--- src/hw/rtl/tlp_pkg.sv ---
// telemetry line parser package: types, codes and shared helper functions
// no dependencies; used by tlp_num_acc and telemetry_line_parser
package tlp_pkg;

    localparam int unsigned VALUE_BITS_DEF = 32;

    typedef enum logic [2:0] {
        KIND_NONE    = 3'd0,
        KIND_ENCODER = 3'd1,
        KIND_FATAL   = 3'd2,
        KIND_PING    = 3'd3,
        KIND_PWM     = 3'd4,
        KIND_SPEED   = 3'd5,
        KIND_WARNING = 3'd6
    } kind_t;

    typedef enum logic [2:0] {
        ST_OK        = 3'd0,
        ST_NO_CHK    = 3'd1,
        ST_BAD_TAIL  = 3'd2,
        ST_MISMATCH  = 3'd3,
        ST_TOK_COUNT = 3'd4,
        ST_BAD_NUM   = 3'd5
    } status_t;

    typedef enum logic [1:0] {
        PH_IDLE   = 2'd0,
        PH_SIGN   = 2'd1,
        PH_DIGITS = 2'd2,
        PH_STOP   = 2'd3
    } phase_t;

    typedef struct packed {
        phase_t phase;
        logic   neg;
        logic   err;
    } num_flags_t;

    function automatic logic is_ws(input logic [7:0] b);
        return (b == 8'h20) || (b >= 8'h09 && b <= 8'h0D);
    endfunction

    function automatic logic is_delim(input logic [7:0] b);
        return (b == 8'h20) || (b == 8'h3A) || (b == 8'h0A);
    endfunction

endpackage

--- src/hw/rtl/telemetry_line_parser.sv ---
// telemetry line parser top level: byte-wise message classifier and decoder
// depends on tlp_pkg and tlp_num_acc
//
// channel | dir | tdata                     | tuser          | tlast
// s_      | in  | data_byte[7:0]            | has_byte       | end_of_message
// m_      | out | kind,status,left,right    | -              | -
//
// one transfer per cycle on the input while s_tready is high; each byte updates the running state registers
// the end transfer is classified from the state as updated by its own byte
// the result register loads at the end transfer and is valid on the next cycle
// s_tready is low only while a result waits and m_tready is low
// aresetn is synchronous, active low; all message state clears after each result
module telemetry_line_parser #(
    parameter int unsigned VALUE_BITS = tlp_pkg::VALUE_BITS_DEF
) (
    input  logic        aclk,
    input  logic        aresetn,
    input  logic        s_tvalid,
    output logic        s_tready,
    input  logic [7:0]  s_tdata,   // [7:0] data_byte
    input  logic        s_tuser,   // [0] has_byte
    input  logic        s_tlast,   // end_of_message
    output logic        m_tvalid,
    input  logic        m_tready,
    output logic [71:0] m_tdata    // [2:0] kind, [5:3] status, [37:6] left, [69:38] right
);
    logic        acc_s;
    logic        take;       // byte taken this cycle
    logic        fin;        // result computed this cycle
    logic [7:0]  b;

    logic [7:0]  sum_reg, sum_next;
    logic [7:0]  sbm_reg, sbm_next;
    logic        mark_reg, mark_next;
    logic [31:0] recent_reg, recent_next;
    logic [5:0]  tags_reg, tags_next;
    logic [1:0]  lead_reg, lead_next;
    logic [3:0]  tok_reg, tok_next;
    logic        in_tok_reg, in_tok_next;
    logic [2:0]  ttok_reg, ttok_next;
    logic        tin_reg, tin_next;
    logic        has_reg, has_next;

    logic        out_v_reg;
    logic [71:0] out_d_reg;

    logic        marker_hit, delim, tail_clear;
    logic        left_feed, right_feed, tail_feed;
    logic        left_ok, right_ok, tail_ok;
    logic [VALUE_BITS-1:0] left_v, right_v, tail_v;

    tlp_pkg::kind_t   kind;
    tlp_pkg::status_t status;
    logic [31:0] lv, rv;

    assign s_tready = !out_v_reg || m_tready;
    assign acc_s    = s_tvalid && s_tready;
    assign b        = s_tdata;
    assign take     = acc_s && s_tuser;
    // end transfer, with or without a byte, finishes in the same cycle
    assign fin      = acc_s && s_tlast;

    assign delim      = tlp_pkg::is_delim(b);
    assign marker_hit = (b == 8'h3A) && (recent_reg == 32'h2063686B);

    // token counter next value for steering the number feeders
    always_comb begin
        tok_next    = tok_reg;
        in_tok_next = in_tok_reg;
        if (take) begin
            if (delim) begin
                in_tok_next = 1'b0;
            end else if (!in_tok_reg) begin
                in_tok_next = 1'b1;
                if (tok_reg != 4'd15) tok_next = tok_reg + 4'd1;
            end
        end
    end

    always_comb begin
        ttok_next = ttok_reg;
        tin_next  = tin_reg;
        if (take) begin
            if (marker_hit) begin
                ttok_next = '0;
                tin_next  = 1'b0;
            end else if (mark_reg) begin
                if (delim) begin
                    tin_next = 1'b0;
                end else if (!tin_reg) begin
                    tin_next = 1'b1;
                    if (ttok_reg != 3'd7) ttok_next = ttok_reg + 3'd1;
                end
            end
        end
    end

    assign left_feed  = take && !delim && tok_next == 4'd3;
    assign right_feed = take && !delim && tok_next == 4'd5;
    assign tail_feed  = take && !marker_hit && mark_reg && !delim && ttok_next == 3'd1;
    assign tail_clear = fin || (take && marker_hit);

    always_comb begin
        sum_next    = sum_reg;
        sbm_next    = sbm_reg;
        mark_next   = mark_reg;
        recent_next = recent_reg;
        tags_next   = tags_reg;
        lead_next   = lead_reg;
        has_next    = has_reg;
        if (take) begin
            has_next = 1'b1;
            if (lead_reg == 2'd0 && !tlp_pkg::is_ws(b)) lead_next = (b == 8'h21) ? 2'd1 : 2'd2;
            if (recent_reg[7:0] == 8'h21) begin
                case (b)
                    8'h65:   tags_next[0] = 1'b1;
                    8'h66:   tags_next[1] = 1'b1;
                    8'h70:   tags_next[2] = 1'b1;
                    8'h6D:   tags_next[3] = 1'b1;
                    8'h73:   tags_next[4] = 1'b1;
                    8'h77:   tags_next[5] = 1'b1;
                    default: tags_next = tags_reg;
                endcase
            end
            if (marker_hit) begin
                mark_next = 1'b1;
                sbm_next  = sum_reg - 8'h56;   // drop " chk" from the sum
            end
            sum_next    = sum_reg + b;
            recent_next = {recent_reg[23:0], b};
        end
    end

    tlp_num_acc #(.VALUE_BITS(VALUE_BITS)) u_left (
        .aclk, .aresetn, .clear(fin), .feed(left_feed), .data(b),
        .ok(left_ok), .value(left_v));
    tlp_num_acc #(.VALUE_BITS(VALUE_BITS)) u_right (
        .aclk, .aresetn, .clear(fin), .feed(right_feed), .data(b),
        .ok(right_ok), .value(right_v));
    tlp_num_acc #(.VALUE_BITS(VALUE_BITS)) u_tail (
        .aclk, .aresetn, .clear(tail_clear), .feed(tail_feed), .data(b),
        .ok(tail_ok), .value(tail_v));

    // classify from the state including the current byte
    always_comb begin
        kind   = tlp_pkg::KIND_NONE;
        status = tlp_pkg::ST_OK;
        if (has_next && lead_next == 2'd1) begin
            if (tags_next[0])      kind = tlp_pkg::KIND_ENCODER;
            else if (tags_next[1]) kind = tlp_pkg::KIND_FATAL;
            else if (tags_next[2]) kind = tlp_pkg::KIND_PING;
            else if (tags_next[3]) kind = tlp_pkg::KIND_PWM;
            else if (tags_next[4]) kind = tlp_pkg::KIND_SPEED;
            else if (tags_next[5]) kind = tlp_pkg::KIND_WARNING;
        end
        if (kind == tlp_pkg::KIND_ENCODER || kind == tlp_pkg::KIND_PWM
            || kind == tlp_pkg::KIND_SPEED) begin
            if (!mark_next)                         status = tlp_pkg::ST_NO_CHK;
            else if (ttok_next != 3'd1 || !tail_ok) status = tlp_pkg::ST_BAD_TAIL;
            else if (tail_v[7:0] != sbm_next)       status = tlp_pkg::ST_MISMATCH;
            else if (tok_next != 4'd7)              status = tlp_pkg::ST_TOK_COUNT;
            else if (!left_ok || !right_ok)         status = tlp_pkg::ST_BAD_NUM;
        end
        lv = '0;
        rv = '0;
        if ((kind == tlp_pkg::KIND_ENCODER || kind == tlp_pkg::KIND_PWM
             || kind == tlp_pkg::KIND_SPEED) && status == tlp_pkg::ST_OK) begin
            for (int i = 0; i < 32; i++) begin
                lv[i] = (i < VALUE_BITS) ? left_v[i % VALUE_BITS] : left_v[VALUE_BITS-1];
                rv[i] = (i < VALUE_BITS) ? right_v[i % VALUE_BITS] : right_v[VALUE_BITS-1];
            end
        end
    end

    always_ff @(posedge aclk) begin
        if (!aresetn || fin) begin
            sum_reg    <= '0;
            sbm_reg    <= '0;
            mark_reg   <= 1'b0;
            recent_reg <= '0;
            tags_reg   <= '0;
            lead_reg   <= 2'd0;
            tok_reg    <= '0;
            in_tok_reg <= 1'b0;
            ttok_reg   <= '0;
            tin_reg    <= 1'b0;
            has_reg    <= 1'b0;
        end else begin
            sum_reg    <= sum_next;
            sbm_reg    <= sbm_next;
            mark_reg   <= mark_next;
            recent_reg <= recent_next;
            tags_reg   <= tags_next;
            lead_reg   <= lead_next;
            tok_reg    <= tok_next;
            in_tok_reg <= in_tok_next;
            ttok_reg   <= ttok_next;
            tin_reg    <= tin_next;
            has_reg    <= has_next;
        end
    end

    // fin needs s_tready, so the output stage is free whenever it loads
    always_ff @(posedge aclk) begin
        if (!aresetn) begin
            out_v_reg <= 1'b0;
        end else begin
            if (fin)           out_v_reg <= 1'b1;
            else if (m_tready) out_v_reg <= 1'b0;
        end
    end

    always_ff @(posedge aclk) begin
        if (fin) out_d_reg <= {2'b00, rv, lv, status, kind};
    end

    assign m_tvalid = out_v_reg;
    assign m_tdata  = out_d_reg;

    a_no_overwrite: assert property (@(posedge aclk) disable iff (!aresetn)
        fin |-> !out_v_reg || m_tready) else $error("result overwritten");
    a_fin_clears: assert property (@(posedge aclk) disable iff (!aresetn)
        fin |=> !has_reg && tags_reg == '0) else $error("state not cleared");
    a_result_held: assert property (@(posedge aclk) disable iff (!aresetn)
        m_tvalid && !m_tready |=> m_tvalid && $stable(m_tdata))
        else $error("waiting result changed");
    a_result_after_end: assert property (@(posedge aclk) disable iff (!aresetn)
        acc_s && s_tlast |=> m_tvalid) else $error("missing result");

endmodule

--- src/hw/rtl/tlp_num_acc.sv ---
// stoi-style signed decimal accumulator, one byte per transfer
// depends on tlp_pkg
module tlp_num_acc #(
    parameter int unsigned VALUE_BITS = tlp_pkg::VALUE_BITS_DEF
) (
    input  logic                  aclk,
    input  logic                  aresetn,
    input  logic                  clear,
    input  logic                  feed,
    input  logic [7:0]            data,
    output logic                  ok,
    output logic [VALUE_BITS-1:0] value
);
    localparam logic [VALUE_BITS:0] LIMIT = {2'b01, {(VALUE_BITS-1){1'b0}}};

    logic [VALUE_BITS:0]   acc_reg, acc_next;
    tlp_pkg::num_flags_t   fl_reg, fl_next;
    logic                  dig;
    logic [3:0]            d;
    logic [VALUE_BITS+4:0] prod;

    assign dig  = (data >= 8'h30) && (data <= 8'h39);
    assign d    = data[3:0];
    assign prod = {1'b0, acc_reg, 3'b000} + {3'b000, acc_reg, 1'b0}
                + {{(VALUE_BITS+1){1'b0}}, d};

    // next value with this byte fed in; clear acts on the register only
    always_comb begin
        acc_next = acc_reg;
        fl_next  = fl_reg;
        if (feed && fl_reg.phase != tlp_pkg::PH_STOP) begin
            if (fl_reg.phase == tlp_pkg::PH_IDLE && tlp_pkg::is_ws(data)) begin
                fl_next = fl_reg;
            end else if (fl_reg.phase == tlp_pkg::PH_IDLE
                         && (data == 8'h2B || data == 8'h2D)) begin
                fl_next.phase = tlp_pkg::PH_SIGN;
                fl_next.neg   = (data == 8'h2D);
            end else if (!dig) begin
                if (fl_reg.phase != tlp_pkg::PH_DIGITS) fl_next.err = 1'b1;
                fl_next.phase = tlp_pkg::PH_STOP;
            end else begin
                fl_next.phase = tlp_pkg::PH_DIGITS;
                if (!fl_reg.err) begin
                    // overflow when acc*10+d exceeds the limit
                    if (prod > {4'b0000, LIMIT}) begin
                        fl_next.err = 1'b1;
                    end else begin
                        acc_next = prod[VALUE_BITS:0];
                    end
                end
            end
        end
    end

    always_ff @(posedge aclk) begin
        if (!aresetn || clear) begin
            acc_reg <= '0;
            fl_reg  <= '{phase: tlp_pkg::PH_IDLE, neg: 1'b0, err: 1'b0};
        end else begin
            acc_reg <= acc_next;
            fl_reg  <= fl_next;
        end
    end

    // valid number including the byte fed this cycle
    assign ok = !fl_next.err && (fl_next.phase == tlp_pkg::PH_DIGITS
                                 || fl_next.phase == tlp_pkg::PH_STOP)
              && (fl_next.neg || acc_next < LIMIT);
    assign value = fl_next.neg ? VALUE_BITS'(-acc_next) : acc_next[VALUE_BITS-1:0];

    a_acc_bound: assert property (@(posedge aclk) disable iff (!aresetn)
        acc_reg <= LIMIT) else $error("accumulator above limit");
    a_clear: assert property (@(posedge aclk) disable iff (!aresetn)
        clear |=> acc_reg == '0 && fl_reg.phase == tlp_pkg::PH_IDLE)
        else $error("clear not taken");
    a_stop_holds: assert property (@(posedge aclk) disable iff (!aresetn)
        fl_reg.phase == tlp_pkg::PH_STOP && !clear |=> $stable(acc_reg))
        else $error("stopped number changed");

endmodule
--- config.mk ---
export PLATFORM = sky130hd
export DESIGN_NAME = telemetry_line_parser
export DESIGN_NICKNAME = d
export VERILOG_FILES = /design/src/hw/rtl/tlp_pkg.sv /design/src/hw/rtl/telemetry_line_parser.sv /design/src/hw/rtl/tlp_num_acc.sv
export SDC_FILE = /design/constraint.sdc
export NUM_CORES = 1
export LEC_CHECK = 0
export BUFFER_PORTS_ARGS = -buffer_cell sky130_fd_sc_hd__buf_2
export CORE_MARGIN = 1
export CORE_UTILIZATION = 64
export DETAILED_ROUTE_END_ITERATION = 10
export PLACE_DENSITY = 0.92
export SYNTH_ARGS = -nofsm -noshare
export SYNTH_HDL_FRONTEND = slang
export SYNTH_SLANG_ARGS = --single-unit
--- constraint.sdc ---
create_clock -name aclk -period 9.1 [get_ports aclk]
set_clock_uncertainty 0.1 [all_clocks]
set_input_delay 0.91 -clock aclk [delete_from_list [all_inputs] [get_ports aclk]]
set_output_delay 0.91 -clock aclk [all_outputs]
set_load 0.01 [all_outputs]
**Yosys cells after proc, flatten, opt, wreduce, memory -nomap -nowiden**

Index checks and enable logic that the tools add are counted.

- Add/subtract/negate cells: 13
- Magnitude comparators: 10
- Equality and inequality tests: 38
- Mux-type cells: 93
- Reductions and logical operators: 69

Operators by type and width:

| cell | number |
|---|---|
| $mux 33 | 18 |
| $add 36x34->37 | 3 |
| $add 37x4->37 | 3 |
| $gt 37x32->1 const B | 3 |
| $lt 33x32->1 const B | 3 |
| $mux 32 | 2 |
| $neg 32->32 | 2 |
| $mux 3 | 19 |
| $eq 8x6->1 const B | 6 |
| $eq 8x7->1 const B | 6 |
| $mux 4 | 10 |
| $mux 1 | 33 |
| $eq 32x30->1 const B | 1 |
| $logic_and 1x1->1 | 32 |
| $mux 8 | 3 |
| $logic_or 1x1->1 | 18 |
| $eq 2x2->1 const B | 6 |
| $mux 2 | 6 |
| $mux 6 | 2 |
| $ne 2x2->1 const B | 6 |
| $logic_not 1->1 | 11 |
| $add 8x8->8 | 1 |
| $eq 8x4->1 const B | 1 |
| $ge 8x4->1 const B | 1 |
| other kinds (21) | 27 |

- Flip-flop bits (word level): 249
- Input bits: 14
- Output and inout bits: 74
- Logic and storage cells: 249

**Depth between registers and ports, before layout**

Gate-level depths: netlist of the first run.

- Word-level depth: 23
- Depth in mapped cells: 27
- Depth with buffers taken out: 24

**By module**

Synthesis of the first run repeated with hierarchy kept, for this count alone.

- Cell total of the unflattened synthesis: 2899
- Area, all modules: 23264.8 sq um

By module, submodules not included:

| module | times used | cells an instance | area each (sq um) | seq. area each (sq um) |
|---|---|---|---|---|
| tlp_num_acc at u_left ... | 2 | 726 | 5429.0 | 740.7 |
| telemetry_line_parser | 1 | 687 | 6676.4 | 3463.3 |
| tlp_num_acc at u_tail | 1 | 760 | 5730.5 | 740.7 |

**Least setup slack after synthesis of the first run**

Ideal clock, no wire load.

- Path type: input-to-reg
- From: in s_tdata[3]
- To: reg out_d_reg[60], in the netlist m_tdata[60] (data pin)
- Library setup time: 0.276 ns
- Data arrival time: 7.017 ns
- Required time: 8.724 ns
- Slack: 1.707 ns
- Stages on the path: 24
- Path buffers: 2
- Cells stage by stage: fa_1 -> fa_1 -> a21oi_1 -> o21ai_0 -> a2111o_1 -> and3_1 -> or2_2 -> nor3_1 -> nor4bb_1 -> a31oi_1 -> nor4_2 -> clkbuf_1 -> buf_2 -> mux2i_1 -> ha_1 -> and3_1 -> nand3_1 -> nor3b_1 -> nand2_1 -> mux2i_1 -> nand3_1 -> o21ai_0 -> xor2_1 -> nor4_2

- Word-level cells in the longest chain between the ends: 23

RTL lines:

| what | line | text |
|---|---|---|
| start: declaration | telemetry_line_parser.sv:20 | `input logic [7:0] s_tdata,` |
| parallel branches: the longest is 23 deep, another holds $add 37x4->37 | -- |  |
| end signal: assignment | telemetry_line_parser.sv:214 | `if (fin) out_d_reg <= {2'b00, rv, lv, status, kind};` |
| end: declaration | telemetry_line_parser.sv:45 | `logic [71:0] out_d_reg;` |

Several ways; the timed one is not identified.
A chain may end at the register's enable or synchronous reset.

**Worst setup path in the final report of the first run**

- From: in s_tdata[2]
- To: reg out_d_reg[68], in the netlist m_tdata[68] (data pin)

The elaborated chain is that of the path after synthesis.

==> report_table.html, run 1 <==
<table>
<tr><th>Metric</th><th>Value</th></tr>
<tr><th colspan="2">Run status</th></tr>
<tr><td>Run status</td><td>finished, final reports clean</td></tr>
<tr><th colspan="2">Pwr</th></tr>
<tr><td>Cell internal power dissipation</td><td>1.87 mW</td></tr>
<tr><td>Portion of total power attributed to sequential cells</td><td>0.478</td></tr>
<tr><td>Net switching share of the total power</td><td>0.236</td></tr>
<tr><td>Net Switching</td><td>0.576 mW</td></tr>
<tr><td>Share of total power in combinational logic</td><td>0.047</td></tr>
<tr><td>Static Leakage</td><td>9.25 nW</td></tr>
<tr><td>Maximum vdd drop</td><td>163 µV</td></tr>
<tr><td>Pwr Density</td><td>109 nW/µm²</td></tr>
<tr><td>Clk network pwr share</td><td>0.474</td></tr>
<tr><th colspan="2">Global route</th></tr>
<tr><td>First-pass GRT wire length</td><td>96900 µm</td></tr>
<tr><td>Pin count of the biggest net entering global routing</td><td>99</td></tr>
<tr><td>Initial antenna violation count</td><td>0</td></tr>
<tr><td>Remaining global-route overflow</td><td>0</td></tr>
<tr><td>Number of global-route vias before repair</td><td>19098</td></tr>
<tr><td>GRT Resource Usage Total</td><td>0.354</td></tr>
<tr><th colspan="2">Finish</th></tr>
<tr><td>Area delta synth-&gt;final</td><td>7.69%</td></tr>
<tr><td>Most common cell after layout, fill and taps aside</td><td>sky130_fd_sc_hd__nand2_1</td></tr>
<tr><td>Area taken by multi-input logic gates</td><td>14400 µm²</td></tr>
<tr><td>Non-filler instance count after layout</td><td>3004</td></tr>
<tr><td>Ratio of cells with drive above 1 in the final layout</td><td>0.0977</td></tr>
<tr><td>Commonest cells after routing, fill and taps aside</td><td>sky130_fd_sc_hd__nand2_1 (258), sky130_fd_sc_hd__nor2_1 (252), sky130_fd_sc_hd__a21oi_1 (222)</td></tr>
<tr><td>Nets</td><td>2777</td></tr>
<tr><td>Final-layout fill cell count</td><td>2436</td></tr>
<tr><td>Antenna cell count</td><td>0</td></tr>
<tr><td>Max reg flops</td><td>70</td></tr>
<tr><td>Core Util, Final</td><td>0.705</td></tr>
<tr><td>Area taken by flip-flops and latches</td><td>5690 µm²</td></tr>
<tr><th colspan="2">Yosys</th></tr>
<tr><td>Netlist Area Pre-Place</td><td>20800 µm²</td></tr>
<tr><td>Share of the synthesized area in the top cell type</td><td>0.172</td></tr>
<tr><td>Adder-Cell Fraction of Synth Area</td><td>0.132</td></tr>
<tr><td>Mean cell area of the mapped netlist</td><td>8.19 µm²</td></tr>
<tr><td>Synthesized-area fraction occupied by ao, oa, aoi and oai cells</td><td>0.217</td></tr>
<tr><td>Number of different library cells in the post-synthesis netlist</td><td>97</td></tr>
<tr><td>Post-synthesis sequential element count</td><td>249</td></tr>
<tr><td>Synth Area in XOR/XNOR</td><td>0.0559</td></tr>
<tr><td>Yosys top cell by area</td><td>sky130_fd_sc_hd__dfxtp_1</td></tr>
<tr><td>Syn. warnings</td><td>0</td></tr>
<tr><td>Fraction of synthesis flops using an asynchronous set or reset pin</td><td>0</td></tr>
<tr><td>Most used DFF post-synth</td><td>sky130_fd_sc_hd__dfxtp_1</td></tr>
<tr><td>Combinational family with the most area after synthesis</td><td>simple AND/OR/NAND/NOR gates</td></tr>
<tr><td>Synthesized netlist cell count</td><td>2543</td></tr>
<tr><td>Fraction of the mapped netlist area in simple logic gates</td><td>0.232</td></tr>
<tr><td>Share of the yosys chip area belonging to registers</td><td>0.273</td></tr>
<tr><td>Largest cells by area after synthesis</td><td>sky130_fd_sc_hd__dfxtp_1 (17%), sky130_fd_sc_hd__ha_1 (12%), sky130_fd_sc_hd__edfxtp_1 (10%)</td></tr>
<tr><td>Fraction of synthesized area in multiplexers</td><td>0.0520</td></tr>
<tr><td>Post-synth EDFFs</td><td>70</td></tr>
<tr><th colspan="2">Route</th></tr>
<tr><td>Via total after detailed routing</td><td>20347</td></tr>
<tr><td>Post-detailed-route wirelength per cell</td><td>20.0 µm</td></tr>
<tr><td>Via density per instance</td><td>6.77</td></tr>
<tr><td>1st-pass router iterations</td><td>9</td></tr>
<tr><td>Remaining number of nets flagged by the antenna check after routing</td><td>0</td></tr>
<tr><td>Post-route DRC violation count</td><td>0</td></tr>
<tr><td>Initial DRC Count</td><td>2029</td></tr>
<tr><td>Routed WL</td><td>60000 µm</td></tr>
<tr><th colspan="2">STA</th></tr>
<tr><td>Final Critical Period</td><td>7710 ps</td></tr>
<tr><td>Relative slew margins</td><td>0.249</td></tr>
<tr><td>Max Slew Vio Count</td><td>0</td></tr>
<tr><td>Number of hold violations in the final report</td><td>0</td></tr>
<tr><td>Final hold slack</td><td>353 ps</td></tr>
<tr><td>Highest achievable clock rate</td><td>130 MHz</td></tr>
<tr><td>Post-route setup TNS</td><td>0 ps</td></tr>
<tr><td>RSZ-0062 raised after global routing</td><td>false</td></tr>
<tr><td>Final worst setup slack</td><td>1390 ps</td></tr>
<tr><td>Final setup violation count</td><td>0</td></tr>
<tr><td>Pin slew with the least headroom to its limit</td><td>1130 ps</td></tr>
<tr><td>Share of the clock period used by the worst path</td><td>0.848</td></tr>
<tr><th colspan="2">CTS</th></tr>
<tr><td>Worst skew pair latency</td><td>570 ps</td></tr>
<tr><td>Clock transition at path regs</td><td>60 ps</td></tr>
<tr><td>Htree depth</td><td>1</td></tr>
<tr><td>Post-CTS repair timing setup buffer count</td><td>0</td></tr>
<tr><td>Clock buffers created by TritonCTS</td><td>28</td></tr>
<tr><td>Clock Path Buffers</td><td>3</td></tr>
<tr><td>Total of hold buffers inserted after clock tree synthesis</td><td>0</td></tr>
<tr><td>CTS tree</td><td>done</td></tr>
<tr><td>TritonCTS Sinks</td><td>249</td></tr>
<tr><td>Clk root buf</td><td>sky130_fd_sc_hd__clkbuf_16</td></tr>
<tr><td>Cells resized by post-CTS repair</td><td>0</td></tr>
<tr><th colspan="2">Die</th></tr>
<tr><td>FP Rows</td><td>65</td></tr>
<tr><td>Area of the die</td><td>33300 µm²</td></tr>
<tr><td>Initial cell density of the core</td><td>0.655</td></tr>
<tr><td>Die Wd</td><td>182 µm</td></tr>
<tr><td>Core area</td><td>31800 µm²</td></tr>
<tr><td>Height of the chip</td><td>182 µm</td></tr>
<tr><td>Number of placed I/O pins</td><td>88</td></tr>
<tr><th colspan="2">Worst hold path</th></tr>
<tr><td>Class of the tightest hold or removal check</td><td>register to register</td></tr>
<tr><td>Worst hold path stage count</td><td>2</td></tr>
<tr><td>Worst hold path startpoint</td><td>recent_reg[25]$_SDFFE_PP0P_</td></tr>
<tr><td>End point of the worst hold path</td><td>recent_reg[25]$_SDFFE_PP0P_</td></tr>
<tr><th colspan="2">Worst setup path</th></tr>
<tr><td>Crit path launch type</td><td>primary input</td></tr>
<tr><td>Setup Crit Path Kind</td><td>primary input to register</td></tr>
<tr><td>Flop2flop setup slack</td><td>1500 ps</td></tr>
<tr><td>Logic depth of the worst register-to-register path</td><td>22</td></tr>
<tr><td>FF-to-FF Start</td><td>u_tail.acc_reg[2]$_SDFF_PP0_</td></tr>
<tr><td>Highest net fanout along the worst path</td><td>31</td></tr>
<tr><td>Data arrival time of the critical path</td><td>7870 ps</td></tr>
<tr><td>Worst reg2reg endpoint</td><td>m_tdata[65]$_SDFFCE_PN0P_</td></tr>
<tr><td>Crit end category</td><td>register</td></tr>
<tr><td>Worst endpoint required time</td><td>9250 ps</td></tr>
<tr><th colspan="2">Placement</th></tr>
<tr><td>Number of instances in the placed design</td><td>2953</td></tr>
<tr><td>Last weighted congestion value of the routability-driven placer</td><td>0.990</td></tr>
<tr><td>Placed wire-length estimate</td><td>44500 µm</td></tr>
<tr><td>Worst setup slack after placement</td><td>1020 ps</td></tr>
<tr><td>Port Buffer Count</td><td>85</td></tr>
<tr><th colspan="2">Run</th></tr>
<tr><td># Max-Cap Violations</td><td>0</td></tr>
</table>
==> per-stage QoR <==
step	power, mW	cell area, µm²
global placement	1.30	21500
floorplan	1.26	20800
global route	2.50	22400
CTS	2.44	22400
finish	2.44	22400
detailed placement	1.31	21500
==> metal layers <==
metal  share of wire  routed length [µm]  track usage  vias up
met5               0                   0            0        -
met3           0.083                4970       0.0437      192
met2            0.46               27600        0.583     1095
met1            0.42               25100        0.471     9586
met4           0.039                2310        0.142        0
li1                -                   -            -     9474
==> worst max-delay path, cell delays in order <==
cell	delay [ps]
sky130_fd_sc_hd__buf_2	360
sky130_fd_sc_hd__ha_1	330
sky130_fd_sc_hd__ha_1	240
sky130_fd_sc_hd__fa_1	420
sky130_fd_sc_hd__a21oi_1	250
sky130_fd_sc_hd__o21ai_0	190
sky130_fd_sc_hd__a2111o_1	440
sky130_fd_sc_hd__and3_1	180
sky130_fd_sc_hd__or2_2	300
sky130_fd_sc_hd__nor3_1	290
sky130_fd_sc_hd__nor4bb_1	480
sky130_fd_sc_hd__a31oi_1	270
sky130_fd_sc_hd__or4_1	570
sky130_fd_sc_hd__buf_4	260
sky130_fd_sc_hd__mux2i_1	310
sky130_fd_sc_hd__ha_1	260
sky130_fd_sc_hd__and3_1	200
sky130_fd_sc_hd__nand3_1	110
sky130_fd_sc_hd__nor3b_1	270
sky130_fd_sc_hd__nand2_1	100
sky130_fd_sc_hd__mux2i_1	250
sky130_fd_sc_hd__nand4_1	280
sky130_fd_sc_hd__o21ai_0	300
sky130_fd_sc_hd__xnor2_1	170
sky130_fd_sc_hd__nor4_2	60
==> Yosys cell counts, drive strengths merged, types with 20 or more instances <==
library cell / number
and2: 24
ha: 208
xnor2: 87
o21ai: 110
o21a: 20
or3: 29
edfxtp: 70
nand2: 260
nor4: 63
dfxtp: 179
clkbuf: 112
inv: 59
a21o: 69
buf: 25
mux2i: 88
nor3: 95
o211ai: 24
nand3: 74
a31oi: 36
xor2: 46
a211oi: 29
and3: 31
nor2: 253
a21oi: 224
nand4: 37
==> area by class of cell <==
type,count,area share
clock buffers,35,0.0337
inverters,59,0.00987
multi-input cells,2099,0.643
repair buffers,111,0.0277
well taps,435,0.0243
clock inverters,16,0.00825
flip-flops and latches,249,0.253
==> kinds of logic (layout without fill, tap and decap cells) <==
kind of cell	after synthesis	count (layout)
AOI/OAI and AO/OA	678	678
buffers and inverters	196	221
DFF	249	249
xor gates and xnor gates	133	133
other	1	2
muxes	106	106
adders and majority gates	215	215
and+or+nand+nor	965	965
==> worst max path at each step <==
stage	to	slack, ps	startpoint	cells past startpoint
2_1_floorplan	m_tdata[60]$_SDFFCE_PN0P_	1710	s_tdata[3]	24
3_3_place_gp	m_tdata[64]$_SDFFCE_PN0P_	1240	s_tdata[3]	25
3_5_place_dp	m_tdata[18]$_SDFFCE_PN0P_	1020	s_tdata[2]	24
4_1_cts	m_tdata[55]$_SDFFCE_PN0P_	1500	s_tdata[2]	24
5_1_grt	m_tdata[60]$_SDFFCE_PN0P_	950	s_tdata[2]	25
6_report	m_tdata[68]$_SDFFCE_PN0P_	1390	s_tdata[2]	25
==> power by group through the flow <==
stage / sequential, mW / combinational, mW / clock [mW]
finish: 1.17 / 0.116 / 1.16
global route: 1.17 / 0.125 / 1.21
CTS: 1.17 / 0.114 / 1.16
detailed placement: 1.19 / 0.113 / 0
global placement: 1.19 / 0.109 / 0
floorplan: 1.20 / 0.0643 / 0
Note: power is estimated with default switching activity, not from simulation.
==> run 2: changes to the inputs <==
==> constraint.sdc (replaced) <==
create_clock -name aclk -period 7.8 [get_ports aclk]
set_clock_uncertainty 0.1 [all_clocks]
set_input_delay 0.78 -clock aclk [delete_from_list [all_inputs] [get_ports aclk]]
set_output_delay 0.78 -clock aclk [all_outputs]
set_load 0.01 [all_outputs]
==> run 2 against run 1 <==
Against the previous run:
- power grew 18%
- critical path type is now register to register
- register-to-register slack worse by 900 ps
- global-route usage rose by 0.33 points
- sequential power is 16% higher
- clock-buffer cell count shrank 1
- setup slack got worse by 790 ps
- largest power group is now the clock network
- cell area increased by 0.66%
==> report_table.html, run 2 (synthesis results as in run 1) <==
<table>
<tr><th>Metric</th><th>Value</th></tr>
<tr><th colspan="2">Run status</th></tr>
<tr><td>Run status</td><td>finished, final reports clean (unchanged)</td></tr>
<tr><th colspan="2">Worst setup path</th></tr>
<tr><td>Peak per-stage delay on the critical path</td><td>610 ps (was 570 ps)</td></tr>
<tr><td>Worst reg2reg endpoint</td><td>m_tdata[66]$_SDFFCE_PN0P_ (was m_tdata[65]$_SDFFCE_PN0P_)</td></tr>
<tr><td>Setup Crit Path Kind</td><td>register to register (was primary input to register)</td></tr>
<tr><td>Crit path launch type</td><td>register (was primary input)</td></tr>
<tr><td>FF-to-FF Start</td><td>u_right.acc_reg[2]$_SDFF_PP0_ (was u_tail.acc_reg[2]$_SDFF_PP0_)</td></tr>
<tr><td>Logic depth of the worst register-to-register path</td><td>22 (unchanged)</td></tr>
<tr><td>Worst path depth</td><td>22 (was 25)</td></tr>
<tr><td>Data arrival time of the critical path</td><td>7390 ps (was 7870 ps)</td></tr>
<tr><td>Master of the slowest instance on the critical path</td><td>sky130_fd_sc_hd__or4_1 (unchanged)</td></tr>
<tr><td>Sequence of cells on the critical path</td><td>fa_1 -&gt; fa_1 -&gt; a21oi_1 -&gt; o21ai_0 -&gt; a2111o_1 -&gt; and3_1 -&gt; or2_2 -&gt; nor3_1 -&gt; nor4bb_1 -&gt; a31oi_1 -&gt; or4_1 -&gt; mux2i_1 -&gt; ha_1 -&gt; and3_1 -&gt; nand3_1 -&gt; nor3b_1 -&gt; nand2_1 -&gt; mux2i_1 -&gt; nand4_1 -&gt; o21ai_0 -&gt; xnor2_1 -&gt; nor4_2</td></tr>
<tr><td>Crit. Startpoint</td><td>u_right.acc_reg[2]$_SDFF_PP0_ (was s_tdata[2])</td></tr>
<tr><td>Largest delay contributor family on the critical path</td><td>simple AND/OR/NAND/NOR gates (unchanged)</td></tr>
<tr><td>Flop2flop setup slack</td><td>600 ps (was 1500 ps)</td></tr>
<tr><td>Worst endpoint required time</td><td>7990 ps (was 9250 ps)</td></tr>
<tr><td>Buf+Inv Stages, Crit Path</td><td>0 (was 2)</td></tr>
<tr><td>Highest net fanout along the worst path</td><td>6 (was 31)</td></tr>
<tr><td>Worst setup endpoint</td><td>m_tdata[66]$_SDFFCE_PN0P_ (was m_tdata[68]$_SDFFCE_PN0P_)</td></tr>
<tr><td>Crit end category</td><td>register (unchanged)</td></tr>
<tr><th colspan="2">Route</th></tr>
<tr><td>Initial DRC Count</td><td>2380 (was 2029)</td></tr>
<tr><td>Post-detailed-route wirelength per cell</td><td>20.2 µm (was 20.0 µm)</td></tr>
<tr><td>Routed WL</td><td>61000 µm (was 60000 µm)</td></tr>
<tr><td>Post-route DRC violation count</td><td>0 (unchanged)</td></tr>
<tr><td>Remaining number of nets flagged by the antenna check after routing</td><td>0 (unchanged)</td></tr>
<tr><td>Via density per instance</td><td>6.85 (was 6.77)</td></tr>
<tr><td>1st-pass router iterations</td><td>8 (was 9)</td></tr>
<tr><td>Via total after detailed routing</td><td>20657 (was 20347)</td></tr>
<tr><th colspan="2">Placement</th></tr>
<tr><td>Port Buffer Count</td><td>85 (unchanged)</td></tr>
<tr><td>Last weighted congestion value of the routability-driven placer</td><td>0.986 (was 0.990)</td></tr>
<tr><td>Placed wire-length estimate</td><td>45100 µm (was 44500 µm)</td></tr>
<tr><td>Number of instances in the placed design</td><td>2965 (was 2953)</td></tr>
<tr><th colspan="2">Finish</th></tr>
<tr><td>Area taken by multi-input logic gates</td><td>14400 µm² (unchanged)</td></tr>
<tr><td>Most common cell after layout, fill and taps aside</td><td>sky130_fd_sc_hd__nand2_1 (unchanged)</td></tr>
<tr><td>Area taken by flip-flops and latches</td><td>5690 µm² (unchanged)</td></tr>
<tr><td>Max reg flops</td><td>70 (unchanged)</td></tr>
<tr><td>Non-filler instance count after layout</td><td>3017 (was 3004)</td></tr>
<tr><td>Nets</td><td>2789 (was 2777)</td></tr>
<tr><td>Area delta synth-&gt;final</td><td>8.40% (was 7.69%)</td></tr>
<tr><td>Commonest cells after routing, fill and taps aside</td><td>sky130_fd_sc_hd__nand2_1 (258), sky130_fd_sc_hd__nor2_1 (252), sky130_fd_sc_hd__a21oi_1 (222) (unchanged)</td></tr>
<tr><td>Antenna cell count</td><td>0 (unchanged)</td></tr>
<tr><td>Final-layout fill cell count</td><td>2463 (was 2436)</td></tr>
<tr><td>Ratio of cells with drive above 1 in the final layout</td><td>0.102 (was 0.0977)</td></tr>
<tr><th colspan="2">Global route</th></tr>
<tr><td>Number of global-route vias before repair</td><td>19111 (was 19098)</td></tr>
<tr><td>GR Util met3</td><td>0.0463 (was 0.0437)</td></tr>
<tr><td>Pin count of the biggest net entering global routing</td><td>73 (was 99)</td></tr>
<tr><td>Initial antenna violation count</td><td>0 (unchanged)</td></tr>
<tr><td>First-pass GRT wire length</td><td>97600 µm (was 96900 µm)</td></tr>
<tr><td>Routing usage on met1</td><td>0.474 (was 0.471)</td></tr>
<tr><td>Busiest grt layer</td><td>met2 (unchanged)</td></tr>
<tr><td>Remaining global-route overflow</td><td>0 (unchanged)</td></tr>
<tr><td>Met2 routing resource usage after global routing</td><td>0.590 (was 0.583)</td></tr>
<tr><td>GRT Resource Usage Total</td><td>0.357 (was 0.354)</td></tr>
<tr><th colspan="2">Pwr</th></tr>
<tr><td>Clk network pwr share</td><td>0.481 (was 0.474)</td></tr>
<tr><td>Maximum vdd drop</td><td>167 µV (was 163 µV)</td></tr>
<tr><td>Static Leakage</td><td>9.33 nW (was 9.25 nW)</td></tr>
<tr><td>Net Switching</td><td>0.692 mW (was 0.576 mW)</td></tr>
<tr><td>Share of total power in combinational logic</td><td>0.048 (was 0.047)</td></tr>
<tr><td>Portion of total power attributed to sequential cells</td><td>0.471 (was 0.478)</td></tr>
<tr><td>Cell internal power dissipation</td><td>2.20 mW (was 1.87 mW)</td></tr>
<tr><td>Net switching share of the total power</td><td>0.239 (was 0.236)</td></tr>
<tr><td>Pwr Density</td><td>128 nW/µm² (was 109 nW/µm²)</td></tr>
<tr><th colspan="2">STA</th></tr>
<tr><td>Share of the clock period used by the worst path</td><td>0.924</td></tr>
<tr><td>RSZ-0062 raised after global routing</td><td>false (unchanged)</td></tr>
<tr><td>Final Critical Period</td><td>7200 ps</td></tr>
<tr><td>Number of hold violations in the final report</td><td>0 (unchanged)</td></tr>
<tr><td>Final setup violation count</td><td>0 (unchanged)</td></tr>
<tr><td>Pin slew with the least headroom to its limit</td><td>1240 ps (was 1130 ps)</td></tr>
<tr><td>Max Slew Vio Count</td><td>0 (unchanged)</td></tr>
<tr><td>Post-route setup TNS</td><td>0 ps (unchanged)</td></tr>
<tr><td>Highest achievable clock rate</td><td>139 MHz</td></tr>
<tr><td>Relative slew margins</td><td>0.157 (was 0.249)</td></tr>
<tr><th colspan="2">CTS</th></tr>
<tr><td>Clk root buf</td><td>sky130_fd_sc_hd__clkbuf_16 (unchanged)</td></tr>
<tr><td>Total of hold buffers inserted after clock tree synthesis</td><td>0 (unchanged)</td></tr>
<tr><td>Post-CTS repair timing setup buffer count</td><td>0 (unchanged)</td></tr>
<tr><td>Worst skew pair latency</td><td>570 ps (about the same)</td></tr>
<tr><td>CTS tree</td><td>done (unchanged)</td></tr>
<tr><td>Clock transition at path regs</td><td>70 ps (was 60 ps)</td></tr>
<tr><td>Clock Path Buffers</td><td>3 (unchanged)</td></tr>
<tr><td>Htree depth</td><td>1 (unchanged)</td></tr>
<tr><td>Clock buffers created by TritonCTS</td><td>28 (unchanged)</td></tr>
<tr><td>TritonCTS Sinks</td><td>249 (unchanged)</td></tr>
<tr><td>Cells resized by post-CTS repair</td><td>0 (unchanged)</td></tr>
<tr><th colspan="2">Die</th></tr>
<tr><td>Initial cell density of the core</td><td>0.655 (unchanged)</td></tr>
<tr><td>Core area</td><td>31800 µm² (unchanged)</td></tr>
<tr><td>Number of placed I/O pins</td><td>88 (unchanged)</td></tr>
<tr><td>FP Rows</td><td>65 (unchanged)</td></tr>
<tr><td>Area of the die</td><td>33300 µm² (unchanged)</td></tr>
<tr><td>Die Wd</td><td>182 µm (unchanged)</td></tr>
<tr><td>Height of the chip</td><td>182 µm (unchanged)</td></tr>
<tr><th colspan="2">Worst hold path</th></tr>
<tr><td>Worst hold path stage count</td><td>2 (unchanged)</td></tr>
<tr><td>Class of the tightest hold or removal check</td><td>register to register (unchanged)</td></tr>
<tr><th colspan="2">Run</th></tr>
<tr><td># Max-Cap Violations</td><td>0 (unchanged)</td></tr>
</table>
run 2: cell types whose count changed in the layout (fill, tap and decap cells not counted), sizes merged:
cell	before	now
buf	111	123
inv	59	62
clkbuf	35	34
clkinvlp	5	4
clkinv	8	7
bufinv	3	4
run 2: cell type report:
type	instances	area share
clock buffers	34	0.0325
clock inverters	18	0.0102
inverters	59	0.00981
multi-input cells	2099	0.639
flip-flops and latches	249	0.252
well taps	435	0.0241
repair buffers	123	0.0331
run 2: per-layer routing:
metal  vias up  routed length (µm)
li1       9491                   -
met1      9715               25100
met2      1239               27800
met3       212                5610
met4         0                2520
met5         -                   0
run 2: power by group through the flow:
stage	Combinational [mW]	Sequential [mW]	Clock [mW]
6_report	0.138	1.36	1.39
5_1_grt	0.148	1.36	1.45
4_1_cts	0.136	1.36	1.40
3_5_place_dp	0.134	1.39	0
3_3_place_gp	0.130	1.39	0
2_1_floorplan	0.0750	1.40	0
run 2: how the worst min path moves through the flow:
stage,from,to,slack [ps]
3_5_place_dp,recent_reg[30]$_SDFFE_PP0P_,recent_reg[30]$_SDFFE_PP0P_,340
6_report,recent_reg[30]$_SDFFE_PP0P_,recent_reg[30]$_SDFFE_PP0P_,350
3_3_place_gp,recent_reg[29]$_SDFFE_PP0P_,recent_reg[29]$_SDFFE_PP0P_,340
5_1_grt,recent_reg[25]$_SDFFE_PP0P_,recent_reg[25]$_SDFFE_PP0P_,370
2_1_floorplan,recent_reg[30]$_SDFFE_PP0P_,recent_reg[30]$_SDFFE_PP0P_,330
4_1_cts,recent_reg[30]$_SDFFE_PP0P_,recent_reg[30]$_SDFFE_PP0P_,350
run 2: per-stage QoR:
step	instance area (µm²)	worst slack [ps]	util	total power, mW	hold WS [ps]
after CTS	22600	710	0.710	2.90	353
after global routing	22600	165	0.710	2.96	373
after global placement	21600	318	0.680	1.52	340
after floorplan	20800	537	-	1.47	332
final	22600	596	0.710	2.90	353
after detailed placement	21600	170	0.680	1.53	344
run 2: tightest hold or removal path, cell delays in order (launching register included):
cell                      delay, ps
sky130_fd_sc_hd__dfxtp_1        300
sky130_fd_sc_hd__nand2_1         50
sky130_fd_sc_hd__a21oi_1         50
